File: config.mk
export PLATFORM = sky130hd
export DESIGN_NAME = windowed_beat_rate_meter_top
export DESIGN_NICKNAME = d
export VERILOG_FILES = /design/src/sv/wbrm_pkg.sv /design/src/sv/wbrm_ram.sv /design/src/sv/wbrm_div.sv /design/src/sv/windowed_beat_rate_meter_top.sv
export SDC_FILE = /design/constraint.sdc
export NUM_CORES = 2
export LEC_CHECK = 0
export BUFFER_PORTS_ARGS = -buffer_cell sky130_fd_sc_hd__buf_2
export CAP_MARGIN = 20
export CORE_ASPECT_RATIO = 1.4
export CORE_UTILIZATION = 35
export CTS_CLUSTER_SIZE = 25
export DETAILED_ROUTE_END_ITERATION = 16
export PLACE_DENSITY = 0.49
export SYNTH_ARGS = -nofsm -noshare
export SYNTH_HDL_FRONTEND = slang
export SYNTH_HIERARCHICAL = 1
export SYNTH_SLANG_ARGS = --single-unit
File: constraint.sdc
create_clock -name clk -period 9 [get_ports clk]
set_input_delay 0.45 -clock clk [delete_from_list [all_inputs] [get_ports clk]]
set_output_delay 0.45 -clock clk [all_outputs]
set_load 0.01 [all_outputs]
File: src/sv/wbrm_pkg.sv
// ----------------------------------------------------------------------------
// wbrm_pkg
// shared widths, constants and request codes of the windowed beat rate meter
// ----------------------------------------------------------------------------
`timescale 1ns / 1ps
`default_nettype none

package wbrm_pkg;

  localparam int RING_DEPTH = 40;
  localparam int PTR_W      = (RING_DEPTH > 1) ? $clog2(RING_DEPTH) : 1;
  localparam int CNT_W      = $clog2(RING_DEPTH + 1);

  localparam int TIME_W = 31;
  localparam int AGE_W  = TIME_W + 1;
  localparam int WIN_W  = 20;
  localparam int BPM_W  = 22;
  localparam int REQ_W  = 2;

  localparam int MS_PER_MIN = 60000;
  localparam int MS_W       = 16;
  localparam int NUM_W      = CNT_W + MS_W;
  localparam int DIV_CNT_W  = $clog2(NUM_W);
  localparam int SAT_W      = (NUM_W > BPM_W) ? NUM_W : BPM_W;

  localparam logic [WIN_W-1:0] WINDOW_RESET = WIN_W'(10000);
  localparam logic [BPM_W-1:0] BPM_MAX      = '1;

  localparam logic [REQ_W-1:0] REQ_BEAT  = 2'd0;
  localparam logic [REQ_W-1:0] REQ_QUERY = 2'd1;
  localparam logic [REQ_W-1:0] REQ_CLEAR = 2'd2;

  localparam int  PADDR_W    = 3;
  localparam int  PDATA_W    = 32;
  localparam logic REG_WINDOW = 1'b0;

endpackage

`default_nettype wire

File: src/sv/wbrm_ram.sv
// ----------------------------------------------------------------------------
// wbrm_ram
// generic single-port-write, single-port-read ram with registered read data
// ----------------------------------------------------------------------------
`timescale 1ns / 1ps
`default_nettype none

module wbrm_ram #(
  parameter int WIDTH = 8,
  parameter int DEPTH = 16
) (
  input  wire logic                                       clk,
  input  wire logic                                       we,
  input  wire logic [((DEPTH > 1) ? $clog2(DEPTH) : 1)-1:0] waddr,
  input  wire logic [WIDTH-1:0]                           wdata,
  input  wire logic                                       re,
  input  wire logic [((DEPTH > 1) ? $clog2(DEPTH) : 1)-1:0] raddr,
  output logic      [WIDTH-1:0]                           rdata
);

  logic [WIDTH-1:0] mem [DEPTH];

  always_ff @(posedge clk) begin
    if (we) begin
      mem[waddr] <= wdata;
    end
    if (re) begin
      rdata <= mem[raddr];
    end
  end

endmodule

`default_nettype wire

File: src/sv/wbrm_div.sv
// ----------------------------------------------------------------------------
// wbrm_div
// restoring divider, one quotient bit per cycle, for the rate computation
// ----------------------------------------------------------------------------
`timescale 1ns / 1ps
`default_nettype none

module wbrm_div (
  input  wire logic                         clk,
  input  wire logic                         rst_n,
  input  wire logic                         start,
  input  wire logic [wbrm_pkg::NUM_W-1:0]   num,
  input  wire logic [wbrm_pkg::TIME_W-1:0]  den,
  output logic                              done,
  output logic      [wbrm_pkg::NUM_W-1:0]   quot
);

  logic                             busy_r, busy_nxt;
  logic                             done_r, done_nxt;
  logic [wbrm_pkg::DIV_CNT_W-1:0]   cnt_r, cnt_nxt;
  logic [wbrm_pkg::NUM_W-1:0]       num_r, num_nxt;
  logic [wbrm_pkg::NUM_W-1:0]       quot_r, quot_nxt;
  logic [wbrm_pkg::TIME_W-1:0]      den_r, den_nxt;
  logic [wbrm_pkg::TIME_W:0]        rem_r, rem_nxt;
  logic [wbrm_pkg::TIME_W:0]        rem_sh;
  logic                             ge;

  assign rem_sh = {rem_r[wbrm_pkg::TIME_W-1:0], num_r[wbrm_pkg::NUM_W-1]};
  assign ge     = rem_sh >= {1'b0, den_r};

  always_comb begin
    busy_nxt = busy_r;
    done_nxt = 1'b0;
    cnt_nxt  = cnt_r;
    num_nxt  = num_r;
    quot_nxt = quot_r;
    den_nxt  = den_r;
    rem_nxt  = rem_r;
    if (start) begin
      busy_nxt = 1'b1;
      cnt_nxt  = wbrm_pkg::DIV_CNT_W'(wbrm_pkg::NUM_W - 1);
      num_nxt  = num;
      den_nxt  = den;
      rem_nxt  = '0;
      quot_nxt = '0;
    end else if (busy_r) begin
      num_nxt  = {num_r[wbrm_pkg::NUM_W-2:0], 1'b0};
      rem_nxt  = ge ? (rem_sh - {1'b0, den_r}) : rem_sh;
      quot_nxt = {quot_r[wbrm_pkg::NUM_W-2:0], ge};
      cnt_nxt  = cnt_r - 1'b1;
      if (cnt_r == '0) begin
        busy_nxt = 1'b0;
        done_nxt = 1'b1;
      end
    end
  end

  always_ff @(posedge clk) begin
    if (!rst_n) begin
      busy_r <= 1'b0;
      done_r <= 1'b0;
    end else begin
      busy_r <= busy_nxt;
      done_r <= done_nxt;
    end
    cnt_r  <= cnt_nxt;
    num_r  <= num_nxt;
    quot_r <= quot_nxt;
    den_r  <= den_nxt;
    rem_r  <= rem_nxt;
  end

  assign done = done_r;
  assign quot = quot_r;

endmodule

`default_nettype wire

File: src/sv/windowed_beat_rate_meter_top.sv
// ----------------------------------------------------------------------------
// windowed_beat_rate_meter_top
// beat and clear items keep the block idle, so it takes the next item at once
// a query stalls the input while it runs: one ram read per ring entry, then the
// bit-serial divider (skipped when there is no rate to divide), then the output
// register; while the previous result is still stalled at the output, the query
// waits before it loads the output register
// synchronous active-low reset clears the valid bits, write pointer, window
// register (to 10000 ms), the fsm and its flags; the timestamp ram is not cleared
// ----------------------------------------------------------------------------
`timescale 1ns / 1ps
`default_nettype none

module windowed_beat_rate_meter_top (
  input  wire logic                            clk,
  input  wire logic                            rst_n,
  input  wire logic                            in_valid,
  output logic                                 in_stall,
  input  wire logic [wbrm_pkg::REQ_W-1:0]      in_req_type,
  input  wire logic [wbrm_pkg::TIME_W-1:0]     in_time_ms,
  output logic                                 out_valid,
  input  wire logic                            out_stall,
  output logic      [wbrm_pkg::BPM_W-1:0]      out_beats_per_minute,
  output logic                                 out_no_rate,
  input  wire logic                            psel,
  input  wire logic                            penable,
  input  wire logic                            pwrite,
  input  wire logic [wbrm_pkg::PADDR_W-1:0]    paddr,
  input  wire logic [wbrm_pkg::PDATA_W-1:0]    pwdata,
  output logic      [wbrm_pkg::PDATA_W-1:0]    prdata,
  output logic                                 pready
);

  localparam logic [2:0] ST_IDLE = 3'd0;
  localparam logic [2:0] ST_SCAN = 3'd1;
  localparam logic [2:0] ST_CALC = 3'd2;
  localparam logic [2:0] ST_DIV  = 3'd3;
  localparam logic [2:0] ST_FIN  = 3'd4;

  logic [2:0]                        state_r, state_nxt;
  logic [wbrm_pkg::WIN_W-1:0]        win_r, win_nxt;
  logic [wbrm_pkg::RING_DEPTH-1:0]   valid_r, valid_nxt;
  logic [wbrm_pkg::PTR_W-1:0]        wp_r, wp_nxt;
  logic [wbrm_pkg::TIME_W-1:0]       now_r, now_nxt;
  logic [wbrm_pkg::PTR_W-1:0]        iss_r, iss_nxt;
  logic                              iss_done_r, iss_done_nxt;
  logic                              pv_r, pv_nxt;
  logic                              plast_r, plast_nxt;
  logic                              phit_r, phit_nxt;
  logic [wbrm_pkg::CNT_W-1:0]        cnt_r, cnt_nxt;
  logic [wbrm_pkg::TIME_W-1:0]       early_r, early_nxt;
  logic [wbrm_pkg::TIME_W-1:0]       late_r, late_nxt;
  logic [wbrm_pkg::BPM_W-1:0]        res_bpm_r, res_bpm_nxt;
  logic                              res_nr_r, res_nr_nxt;
  logic                              out_valid_r, out_valid_nxt;
  logic [wbrm_pkg::BPM_W-1:0]        out_bpm_r, out_bpm_nxt;
  logic                              out_nr_r, out_nr_nxt;

  logic                              in_acc;
  logic                              out_acc;
  logic                              cfg_wr;
  logic                              ram_we;
  logic                              ram_re;
  logic [wbrm_pkg::TIME_W-1:0]       ram_rdata;
  logic signed [wbrm_pkg::AGE_W-1:0] age;
  logic                              in_win;
  logic                              div_start;
  logic                              div_done;
  logic [wbrm_pkg::NUM_W-1:0]        div_num;
  logic [wbrm_pkg::TIME_W-1:0]       span;
  logic [wbrm_pkg::NUM_W-1:0]        div_quot;
  logic [wbrm_pkg::SAT_W-1:0]        quot_ext;

  assign in_acc  = in_valid && !in_stall;
  assign out_acc = out_valid_r && !out_stall;
  assign cfg_wr  = psel && penable && pwrite && pready && (paddr[2] == wbrm_pkg::REG_WINDOW);
  assign ram_we  = in_acc && (in_req_type == wbrm_pkg::REQ_BEAT);
  assign ram_re  = (state_r == ST_SCAN) && !iss_done_r;

  assign age    = $signed({1'b0, now_r}) - $signed({1'b0, ram_rdata});
  assign in_win = age < $signed({{(wbrm_pkg::AGE_W - wbrm_pkg::WIN_W){1'b0}}, win_r});

  assign span      = late_r - early_r;
  assign div_num   = wbrm_pkg::NUM_W'(cnt_r) * wbrm_pkg::NUM_W'(wbrm_pkg::MS_PER_MIN);
  assign div_start = (state_r == ST_CALC) && (cnt_r != '0) && (span != '0);
  assign quot_ext  = wbrm_pkg::SAT_W'(div_quot);

  wbrm_ram #(
    .WIDTH (wbrm_pkg::TIME_W),
    .DEPTH (wbrm_pkg::RING_DEPTH)
  ) u_times (
    .clk   (clk),
    .we    (ram_we),
    .waddr (wp_r),
    .wdata (in_time_ms),
    .re    (ram_re),
    .raddr (iss_r),
    .rdata (ram_rdata)
  );

  wbrm_div u_div (
    .clk   (clk),
    .rst_n (rst_n),
    .start (div_start),
    .num   (div_num),
    .den   (span),
    .done  (div_done),
    .quot  (div_quot)
  );

  always_comb begin
    state_nxt     = state_r;
    win_nxt       = cfg_wr ? pwdata[wbrm_pkg::WIN_W-1:0] : win_r;
    valid_nxt     = valid_r;
    wp_nxt        = wp_r;
    now_nxt       = now_r;
    iss_nxt       = iss_r;
    iss_done_nxt  = iss_done_r;
    pv_nxt        = 1'b0;
    plast_nxt     = 1'b0;
    phit_nxt      = 1'b0;
    cnt_nxt       = cnt_r;
    early_nxt     = early_r;
    late_nxt      = late_r;
    res_bpm_nxt   = res_bpm_r;
    res_nr_nxt    = res_nr_r;
    out_valid_nxt = out_acc ? 1'b0 : out_valid_r;
    out_bpm_nxt   = out_bpm_r;
    out_nr_nxt    = out_nr_r;

    unique case (state_r)
      ST_IDLE: begin
        if (in_acc) begin
          priority if (in_req_type == wbrm_pkg::REQ_BEAT) begin
            valid_nxt[wp_r] = 1'b1;
            wp_nxt = (wp_r == wbrm_pkg::PTR_W'(wbrm_pkg::RING_DEPTH - 1)) ? '0 : wp_r + 1'b1;
          end else if (in_req_type == wbrm_pkg::REQ_QUERY) begin
            state_nxt    = ST_SCAN;
            now_nxt      = in_time_ms;
            iss_nxt      = '0;
            iss_done_nxt = 1'b0;
            cnt_nxt      = '0;
          end else if (in_req_type == wbrm_pkg::REQ_CLEAR) begin
            valid_nxt = '0;
            wp_nxt    = '0;
          end else begin
            valid_nxt = valid_r;
          end
        end
      end
      ST_SCAN: begin
        if (!iss_done_r) begin
          pv_nxt   = 1'b1;
          phit_nxt = valid_r[iss_r];
          if (iss_r == wbrm_pkg::PTR_W'(wbrm_pkg::RING_DEPTH - 1)) begin
            plast_nxt    = 1'b1;
            iss_done_nxt = 1'b1;
          end else begin
            iss_nxt = iss_r + 1'b1;
          end
        end
        if (pv_r && phit_r && in_win) begin
          cnt_nxt = cnt_r + 1'b1;
          if (cnt_r == '0 || ram_rdata < early_r) begin
            early_nxt = ram_rdata;
          end
          if (cnt_r == '0 || ram_rdata > late_r) begin
            late_nxt = ram_rdata;
          end
        end
        if (pv_r && plast_r) begin
          state_nxt = ST_CALC;
        end
      end
      ST_CALC: begin
        if (div_start) begin
          state_nxt = ST_DIV;
        end else begin
          res_bpm_nxt = '0;
          res_nr_nxt  = 1'b1;
          state_nxt   = ST_FIN;
        end
      end
      ST_DIV: begin
        if (div_done) begin
          res_bpm_nxt = (quot_ext > wbrm_pkg::SAT_W'(wbrm_pkg::BPM_MAX)) ?
                        wbrm_pkg::BPM_MAX : quot_ext[wbrm_pkg::BPM_W-1:0];
          res_nr_nxt  = 1'b0;
          state_nxt   = ST_FIN;
        end
      end
      ST_FIN: begin
        if (!out_valid_r || !out_stall) begin
          out_valid_nxt = 1'b1;
          out_bpm_nxt   = res_bpm_r;
          out_nr_nxt    = res_nr_r;
          state_nxt     = ST_IDLE;
        end
      end
      default: begin
        state_nxt = ST_IDLE;
      end
    endcase
  end

  always_ff @(posedge clk) begin
    if (!rst_n) begin
      state_r     <= ST_IDLE;
      win_r       <= wbrm_pkg::WINDOW_RESET;
      valid_r     <= '0;
      wp_r        <= '0;
      iss_done_r  <= 1'b0;
      pv_r        <= 1'b0;
      plast_r     <= 1'b0;
      out_valid_r <= 1'b0;
    end else begin
      state_r     <= state_nxt;
      win_r       <= win_nxt;
      valid_r     <= valid_nxt;
      wp_r        <= wp_nxt;
      iss_done_r  <= iss_done_nxt;
      pv_r        <= pv_nxt;
      plast_r     <= plast_nxt;
      out_valid_r <= out_valid_nxt;
    end
    now_r     <= now_nxt;
    iss_r     <= iss_nxt;
    phit_r    <= phit_nxt;
    cnt_r     <= cnt_nxt;
    early_r   <= early_nxt;
    late_r    <= late_nxt;
    res_bpm_r <= res_bpm_nxt;
    res_nr_r  <= res_nr_nxt;
    out_bpm_r <= out_bpm_nxt;
    out_nr_r  <= out_nr_nxt;
  end

  assign in_stall             = (state_r != ST_IDLE);
  assign out_valid            = out_valid_r;
  assign out_beats_per_minute = out_bpm_r;
  assign out_no_rate          = out_nr_r;
  assign pready               = 1'b1;
  assign prdata = (paddr[2] == wbrm_pkg::REG_WINDOW) ? wbrm_pkg::PDATA_W'(win_r) : '0;

  a_ptr_range: assert property (@(posedge clk) disable iff (!rst_n)
    wp_r < wbrm_pkg::PTR_W'(wbrm_pkg::RING_DEPTH))
    else $error("write pointer out of ring range");

  a_beat_marks: assert property (@(posedge clk) disable iff (!rst_n)
    in_acc && (in_req_type == wbrm_pkg::REQ_BEAT) |=> valid_r[$past(wp_r)])
    else $error("beat item did not mark its entry valid");

  a_clear_empties: assert property (@(posedge clk) disable iff (!rst_n)
    in_acc && (in_req_type == wbrm_pkg::REQ_CLEAR) |=> (valid_r == '0) && (wp_r == '0))
    else $error("clear item left ring state behind");

  a_norate_zero: assert property (@(posedge clk) disable iff (!rst_n)
    out_valid_r && out_nr_r |-> out_bpm_r == '0)
    else $error("flagged result carries a nonzero rate");

  a_div_only_busy: assert property (@(posedge clk) disable iff (!rst_n)
    div_done |-> state_r == ST_DIV)
    else $error("divider finished outside the divide state");

endmodule

`default_nettype wire
Yosys cells after proc, flatten, opt, wreduce, memory -nomap -nowiden
Memory sizes are Yosys's and may differ from the RTL's. A register that Yosys moved wholly into a read port is not among the register bits.
Cells that the tools add are included.

storage, ports and cells
  register bits = 333
  latch bits = 0
  memory bits (writable) = 1240
  ROM bits = 0
  input bits = 75
  output and inout port bits = 58
  word-level logic and storage cells = 166
  memories = 1

memory list
  name         words  bits a word  read ports  clocked after Yosys merged registers in  write ports  line            RTL
  u_times.mem  40     31           1           1                                        1            wbrm_ram.sv:21  logic [WIDTH-1:0] mem [DEPTH];

cells by class
  add/sub/neg operators = 7
  multiply operators = 1
  divide/modulo/power cells = 0
  order comparisons = 8
  equal/unequal tests = 19
  shifts and indexed selects = 0
  muxes and demuxes = 54
  bitwise logic cells = 6
  reduce and logical (&&, ||, !) cells = 45

operators with widths
  operator                 number
  $mux W40                 3
  $mux W22                 5
  $sub A31 B31 Y31         2
  $mux W6                  10
  $pmux W22 S2             1
  $or A40 B40 Y40          1
  $ge A32 B31 Y1           1
  $lt A32 B21 Y1           1
  $sub A31 B31 Y32         1
  $gt A31 B31 Y1           1
  $lt A31 B31 Y1           1
  $mux W31                 1
  $reduce_bool A31 Y1      1
  $pmux W6 S2              2
  $gt A22 B22 Y1 const B   1
  $mux W3                  7
  $mux W20                 1
  $mux W1                  19
  $add A6 B1 Y6 const B    3
  $mul A6 B11 Y17 const B  1
  $ne A2 B2 Y1 const B     8
  $pmux W3 S5              1
  $lt A6 B7 Y1 const B     2
  $logic_and A1 B1 Y1      13
  other kinds (29)         53

Logic depth before layout (Yosys ltp)
  word-level depth = 6
  gate-level depth with buffers = 22
  depth with buffers taken out = 22

By module
Netlist, hierarchy kept.

by module, submodules not included
  module                        times used  cells each  area an instance (um^2)
  wbrm_ram                      1           2486        49243.5
  windowed_beat_rate_meter_top  1           1629        15406.0
  wbrm_div                      1           603         5983.2

Least setup slack after synthesis
OpenSTA, ideal clock, no wires.

  kind = reg2reg
  start point = register now_r[0] (netlist bit)
  end point = register late_r[0] (netlist bit), enable pin
  data arrival time = 6.153 ns
  data required time = 8.524 ns
  path slack = 2.371 ns
  stages on the path, launching flop included = 22
  period minus slack after synthesis = 6.629 ns
  cell sequence = edfxtp_1 > inv_1 > ha_1 > inv_1 > fa_1 > a211o_1 > a2111oi_0 > nor3_1 > a31oi_1 > o21ai_0 > a21oi_1 > xnor2_1 > ha_1 > a211oi_1 > nor2_1 > nor4_1 > o211ai_1 > a211oi_1 > and4b_1 > and4_1 > nor2_1 > a311oi_1

between the ends
  longest elaborated chain between the ends = 4

RTL lines
  item                                line                                 RTL
  start: declaration                  windowed_beat_rate_meter_top.sv:44   logic [wbrm_pkg::TIME_W-1:0] now_r, now_nxt;
  start signal: assignment            windowed_beat_rate_meter_top.sv:226  now_r <= now_nxt;
  $sub A31 B31 Y32                    windowed_beat_rate_meter_top.sv:80   assign age = $signed({1'b0, now_r}) - $signed({1'b0, ram_rdata});
  $lt A32 B21 Y1                      windowed_beat_rate_meter_top.sv:81   assign in_win = age < $signed({{(wbrm_pkg::AGE_W - wbrm_pkg::WIN_W){1'b0}}, win_r});
  $logic_and A1 B1 Y1                 windowed_beat_rate_meter_top.sv:162  if (pv_r && phit_r && in_win) begin
  $reduce_and A3 Y1 (no source line)  --
  end signal: assignment              windowed_beat_rate_meter_top.sv:231  late_r <= late_nxt;
  end: declaration                    windowed_beat_rate_meter_top.sv:52   logic [wbrm_pkg::TIME_W-1:0] late_r, late_nxt;

Every way passes these cells.
A chain may end at the register's enable or synchronous reset.

Worst setup path after layout
  start point = register u_times.rdata[0], read port of u_times.mem
  end point = register late_r[27] (netlist bit), enable pin

between the ends
  longest elaborated chain between the ends = 4
  elaborated cells between the ends (all ways) = 6
  classes of those cells = add/sub: 1; order compare: 2; reduce/logical: 3

RTL lines
  item                                    line                                 RTL
  start: declaration                      wbrm_ram.sv:18                       output logic [WIDTH-1:0] rdata
  $sub A31 B31 Y32                        windowed_beat_rate_meter_top.sv:80
  $lt A32 B21 Y1                          windowed_beat_rate_meter_top.sv:81
  $logic_and A1 B1 Y1                     windowed_beat_rate_meter_top.sv:162
  $reduce_and A3 Y1 (no source line) (*)  --

Mark *: on every way between the ends. The rest lies on a longest branch, timed or not.

==> run_results.csv <==
group,metric,value,unit
logic_synthesis,synth-seq-cells,1609,
logic_synthesis,synth_area_leaders,"edfxtp_1 63%, mux2i_1 7.5%, ha_1 3.8%",
logic_synthesis,yosysSeqAreaShare,66.5,%
worst_setup_path,critPathKind,"reg2reg",
logic_synthesis,yosysTopAreaCellShare,62.7,%
power,p_per_area,260,nW/um2
drt,ant_nets,0,
drt,vias,40400,
clock_network,cts_sinks,1609,
global_routing,grt_usage,18.8,%
timing,period_share,65.6,%
timing,fin_skew,55.9,ps
run,drv_cap,0,
finish,layout_commonest_cell,"edfxtp_1",
outcome,status,"completed",
logic_synthesis,syn_avg_cell_area,15.0,um2
clock_network,cts_tree,"yes",
worst_setup_path,crit_required,9500,ps
clock_network,clock-root-buffer,"clkbuf_16",
power,power_frac_comb,25.5,%
floorplanning,core,200000,um2
floorplanning,die_w,382,um
placement,hpwlAfterDp,114,mm
worst_setup_path,startpoint,"u_times/rdata[0]",
clock_network,cts-resized-gates,0,
placement,port_buffers,105,
finish,drive_above_1_share,13.3,%
finish,fin_nets,5177,
power,netSwitchingFraction,30.7,%
global_routing,grt_antenna_before_repair,19,
finish,final_cell_mix,"1475 x edfxtp_1, 527 x mux2i_1, 258 x a21oi_1",
drt,wl_met2,101,mm
clock_network,clockBufferDepth,4,
power,p_clk_share,32.3,%
hold_path,hp-class,"in2reg",
timing,drv_slew,0,
floorplanning,die_area,204000,um2
logic_synthesis,synthCells,4718,
floorplanning,die_h,534,um
worst_setup_path,r2r_cells,21,
placement,dp.cells,7315,
floorplanning,floorplan.initialDensity,35.3,%
power,p_leak,0.0281,uW
placement,gp_congestion,0.849,
hold_path,hold_depth,3,
drt,drt-total-wl,195,mm
timing,setup_tns,0,ps
hold_path,hold_path_startpoint,"rst_n",
worst_setup_path,crit_path_start_kind,"register",
drt,met3WireLength,7.61,mm
drt,drcViolationCount,0,
logic_synthesis,ys_async_sr_fraction,0,%
finish,final_cells,7642,
timing,setup_violations,0,
logic_synthesis,yosys_warnings,6,
floorplanning,ios,133,
drt,top_layer_used,"met5",
power,seq_power_share,42.2,%
timing,rsz0062_at_grt,"no",
logic_synthesis,synth_edf_count,1475,
power,power.switching,6370,uW
timing,max_clock_freq,0.169,GHz
floorplanning,rows,194,
logic_synthesis,ys_types,98,
timing,period_minus_slack,5910,ps
clock_network,clkTransAtPathRegs,60,ps
drt,vias_per_cell,5.29,
drt,drt_iter0_markers,2637,
drt,wl_per_cell,25.5,um
worst_setup_path,reg2reg_from,"u_times/rdata[0]",
logic_synthesis,yosysTopAreaCell,"edfxtp_1",
global_routing,overflow,0,
global_routing,grt_max_degree,106,
clock_network,clk_latency,830,ps
power,peakVddDrop,0.199,mV
logic_synthesis,syn_area,70600,um2
power,internal-power,14300,uW
finish,area_delta_synth_final,13.0,%
timing,tightestPinTransition,1130,ps
global_routing,grt_first_pass_wirelength,282,mm
timing,relSlewSlack,24.4,%
logic_synthesis,ys.flop_type,"edfxtp_1",
worst_setup_path,arrival,6400,ps
worst_setup_path,end_kind,"register",
timing,finalHoldViolCount,0,
drt,drt_pass1_iterations,7,
drt,wl_met1,80.2,mm
worst_setup_path,cp_max_fo,26,
clock_network,cts_buffers,171,
global_routing,grt_pass1_vias,41000,
clock_network,cts_htree_levels,4,
## timing repair
item / CTS / global route
setup endpoints to repair: 0 / 0
hold endpoints to repair: 21 / 0
hold buffers: 26 / 0
setup buffers: 0 / 0
## path summary, 6_finish.rpt
check	end	slack [ps]
max	late_r[27]	3090
max reg2reg	late_r[27]	3090
min	state_r[2]	70
min reg2reg	out_beats_per_minute[19]	390
## cells in the mapped netlist, types with 16 or more instances
cell      count
o21ai_0      83
a21o_1       54
mux4_2       74
o22ai_1      33
nand4_1      29
ha_1        217
buf_2        30
buf_1        21
a22oi_1     125
mux2_2       55
dfxtp_1     134
nor2_1      249
nand3_1      35
inv_1       208
o21a_1       21
clkbuf_1    138
edfxtp_1   1475
xor2_1       29
nor3_1       43
a211oi_1     29
nor2b_1      26
a21oi_1     260
a221oi_1     55
mux2i_1     527
a31oi_1      17
and2_1       21
and3_1       40
a22o_1       65
buf_4        41
nand2b_1     33
or3_1        16
nand2_1     204
o41ai_2      31
a311oi_1     17
xnor2_1      58
o21bai_1     16
## cell families after synthesis
family                   Yosys count  share of synthesized area (%)
buffers and inverters            459                           2.91
other                              2                         0.0106
XOR/XNOR                          87                           1.08
multiplexers                     656                           10.7
flip-flops                      1609                           66.5
adder cells (fa/ha/maj)          232                           4.27
AO/OA/AOI/OAI                    909                           9.29
AND/OR/NAND/NOR                  764                           5.23
## metrics by stage
step / total power [uW] / setup slack [ps] / hold WS, ps / utilization (%) / area, um2
finish: 20700 / 3090 / 72.3 / 39.9 / 79800
global route: 21700 / 2520 / 39.8 / 39.9 / 79800
CTS: 21000 / 2980 / 5.41 / 39.9 / 79800
detailed placement: 14200 / 3050 / 405 / 37.2 / 74400
global placement: 14200 / 3000 / 404 / 37.2 / 74300
floorplan: 12600 / 2370 / 400 / - / 70700
## sequential cells by signal, indices dropped and copies added, names as in the netlist, 3 cells and up
| register | count |
|---|---|
| cnt_r | 6 |
| early_r | 31 |
| iss_r | 6 |
| late_r | 31 |
| now_r | 31 |
| out_beats_per_minute | 22 |
| res_bpm_r | 22 |
| state_r | 3 |
| u_div/cnt_r | 5 |
| u_div/den_r | 31 |
| u_div/num_r | 22 |
| u_div/quot | 22 |
| u_div/rem_r | 31 |
| u_times/mem | 1240 |
| u_times/rdata | 31 |
| valid_r | 40 |
| win_r | 20 |
| wp_r | 6 |
## routing by layer
metal | vias to the layer above | GRT usage, %
met5 | - | 0
met4 | 8 | 6.04
met3 | 298 | 2.51
met2 | 780 | 34.0
met1 | 20800 | 23.0
li1 | 18600 | -
## power by group through the flow
stage,combinational [uW],sequential [uW],clock [uW]
after floorplan,3790,8770,0
after global placement,5280,8910,0
after detailed placement,5300,8920,0
after CTS,5330,8760,6870
after global routing,5740,8780,7140
final,5280,8750,6690
## cell type report
class	count	area, um2
Antenna cell	4	10.0
Fill cell	18500	120000
Clock inverter	79	643
Tap cell	2646	3310
Clock buffer	216	4510
Sequential cell	1609	47000
Inverter	208	781
Timing Repair Buffer	214	1560
Multi-Input combinational cell	2666	22000
## worst max-delay path, stage by stage (launching register included)
cell       delay [ps]
edfxtp_1          430
ha_1              200
inv_1              50
fa_1              420
a211o_1           320
a2111oi_0         380
nor3_1            180
a31oi_1           270
o21ai_0           180
a21oi_1           230
xnor2_1            90
ha_1              280
nand4_1           170
nor4_1            360
o221ai_1          200
o211ai_1          310
a211oi_1           80
and4b_1           190
and4_1            170
nor2_1            600
a311oi_4          140
buf_4             310
Power figures use the tool's default switching activity.
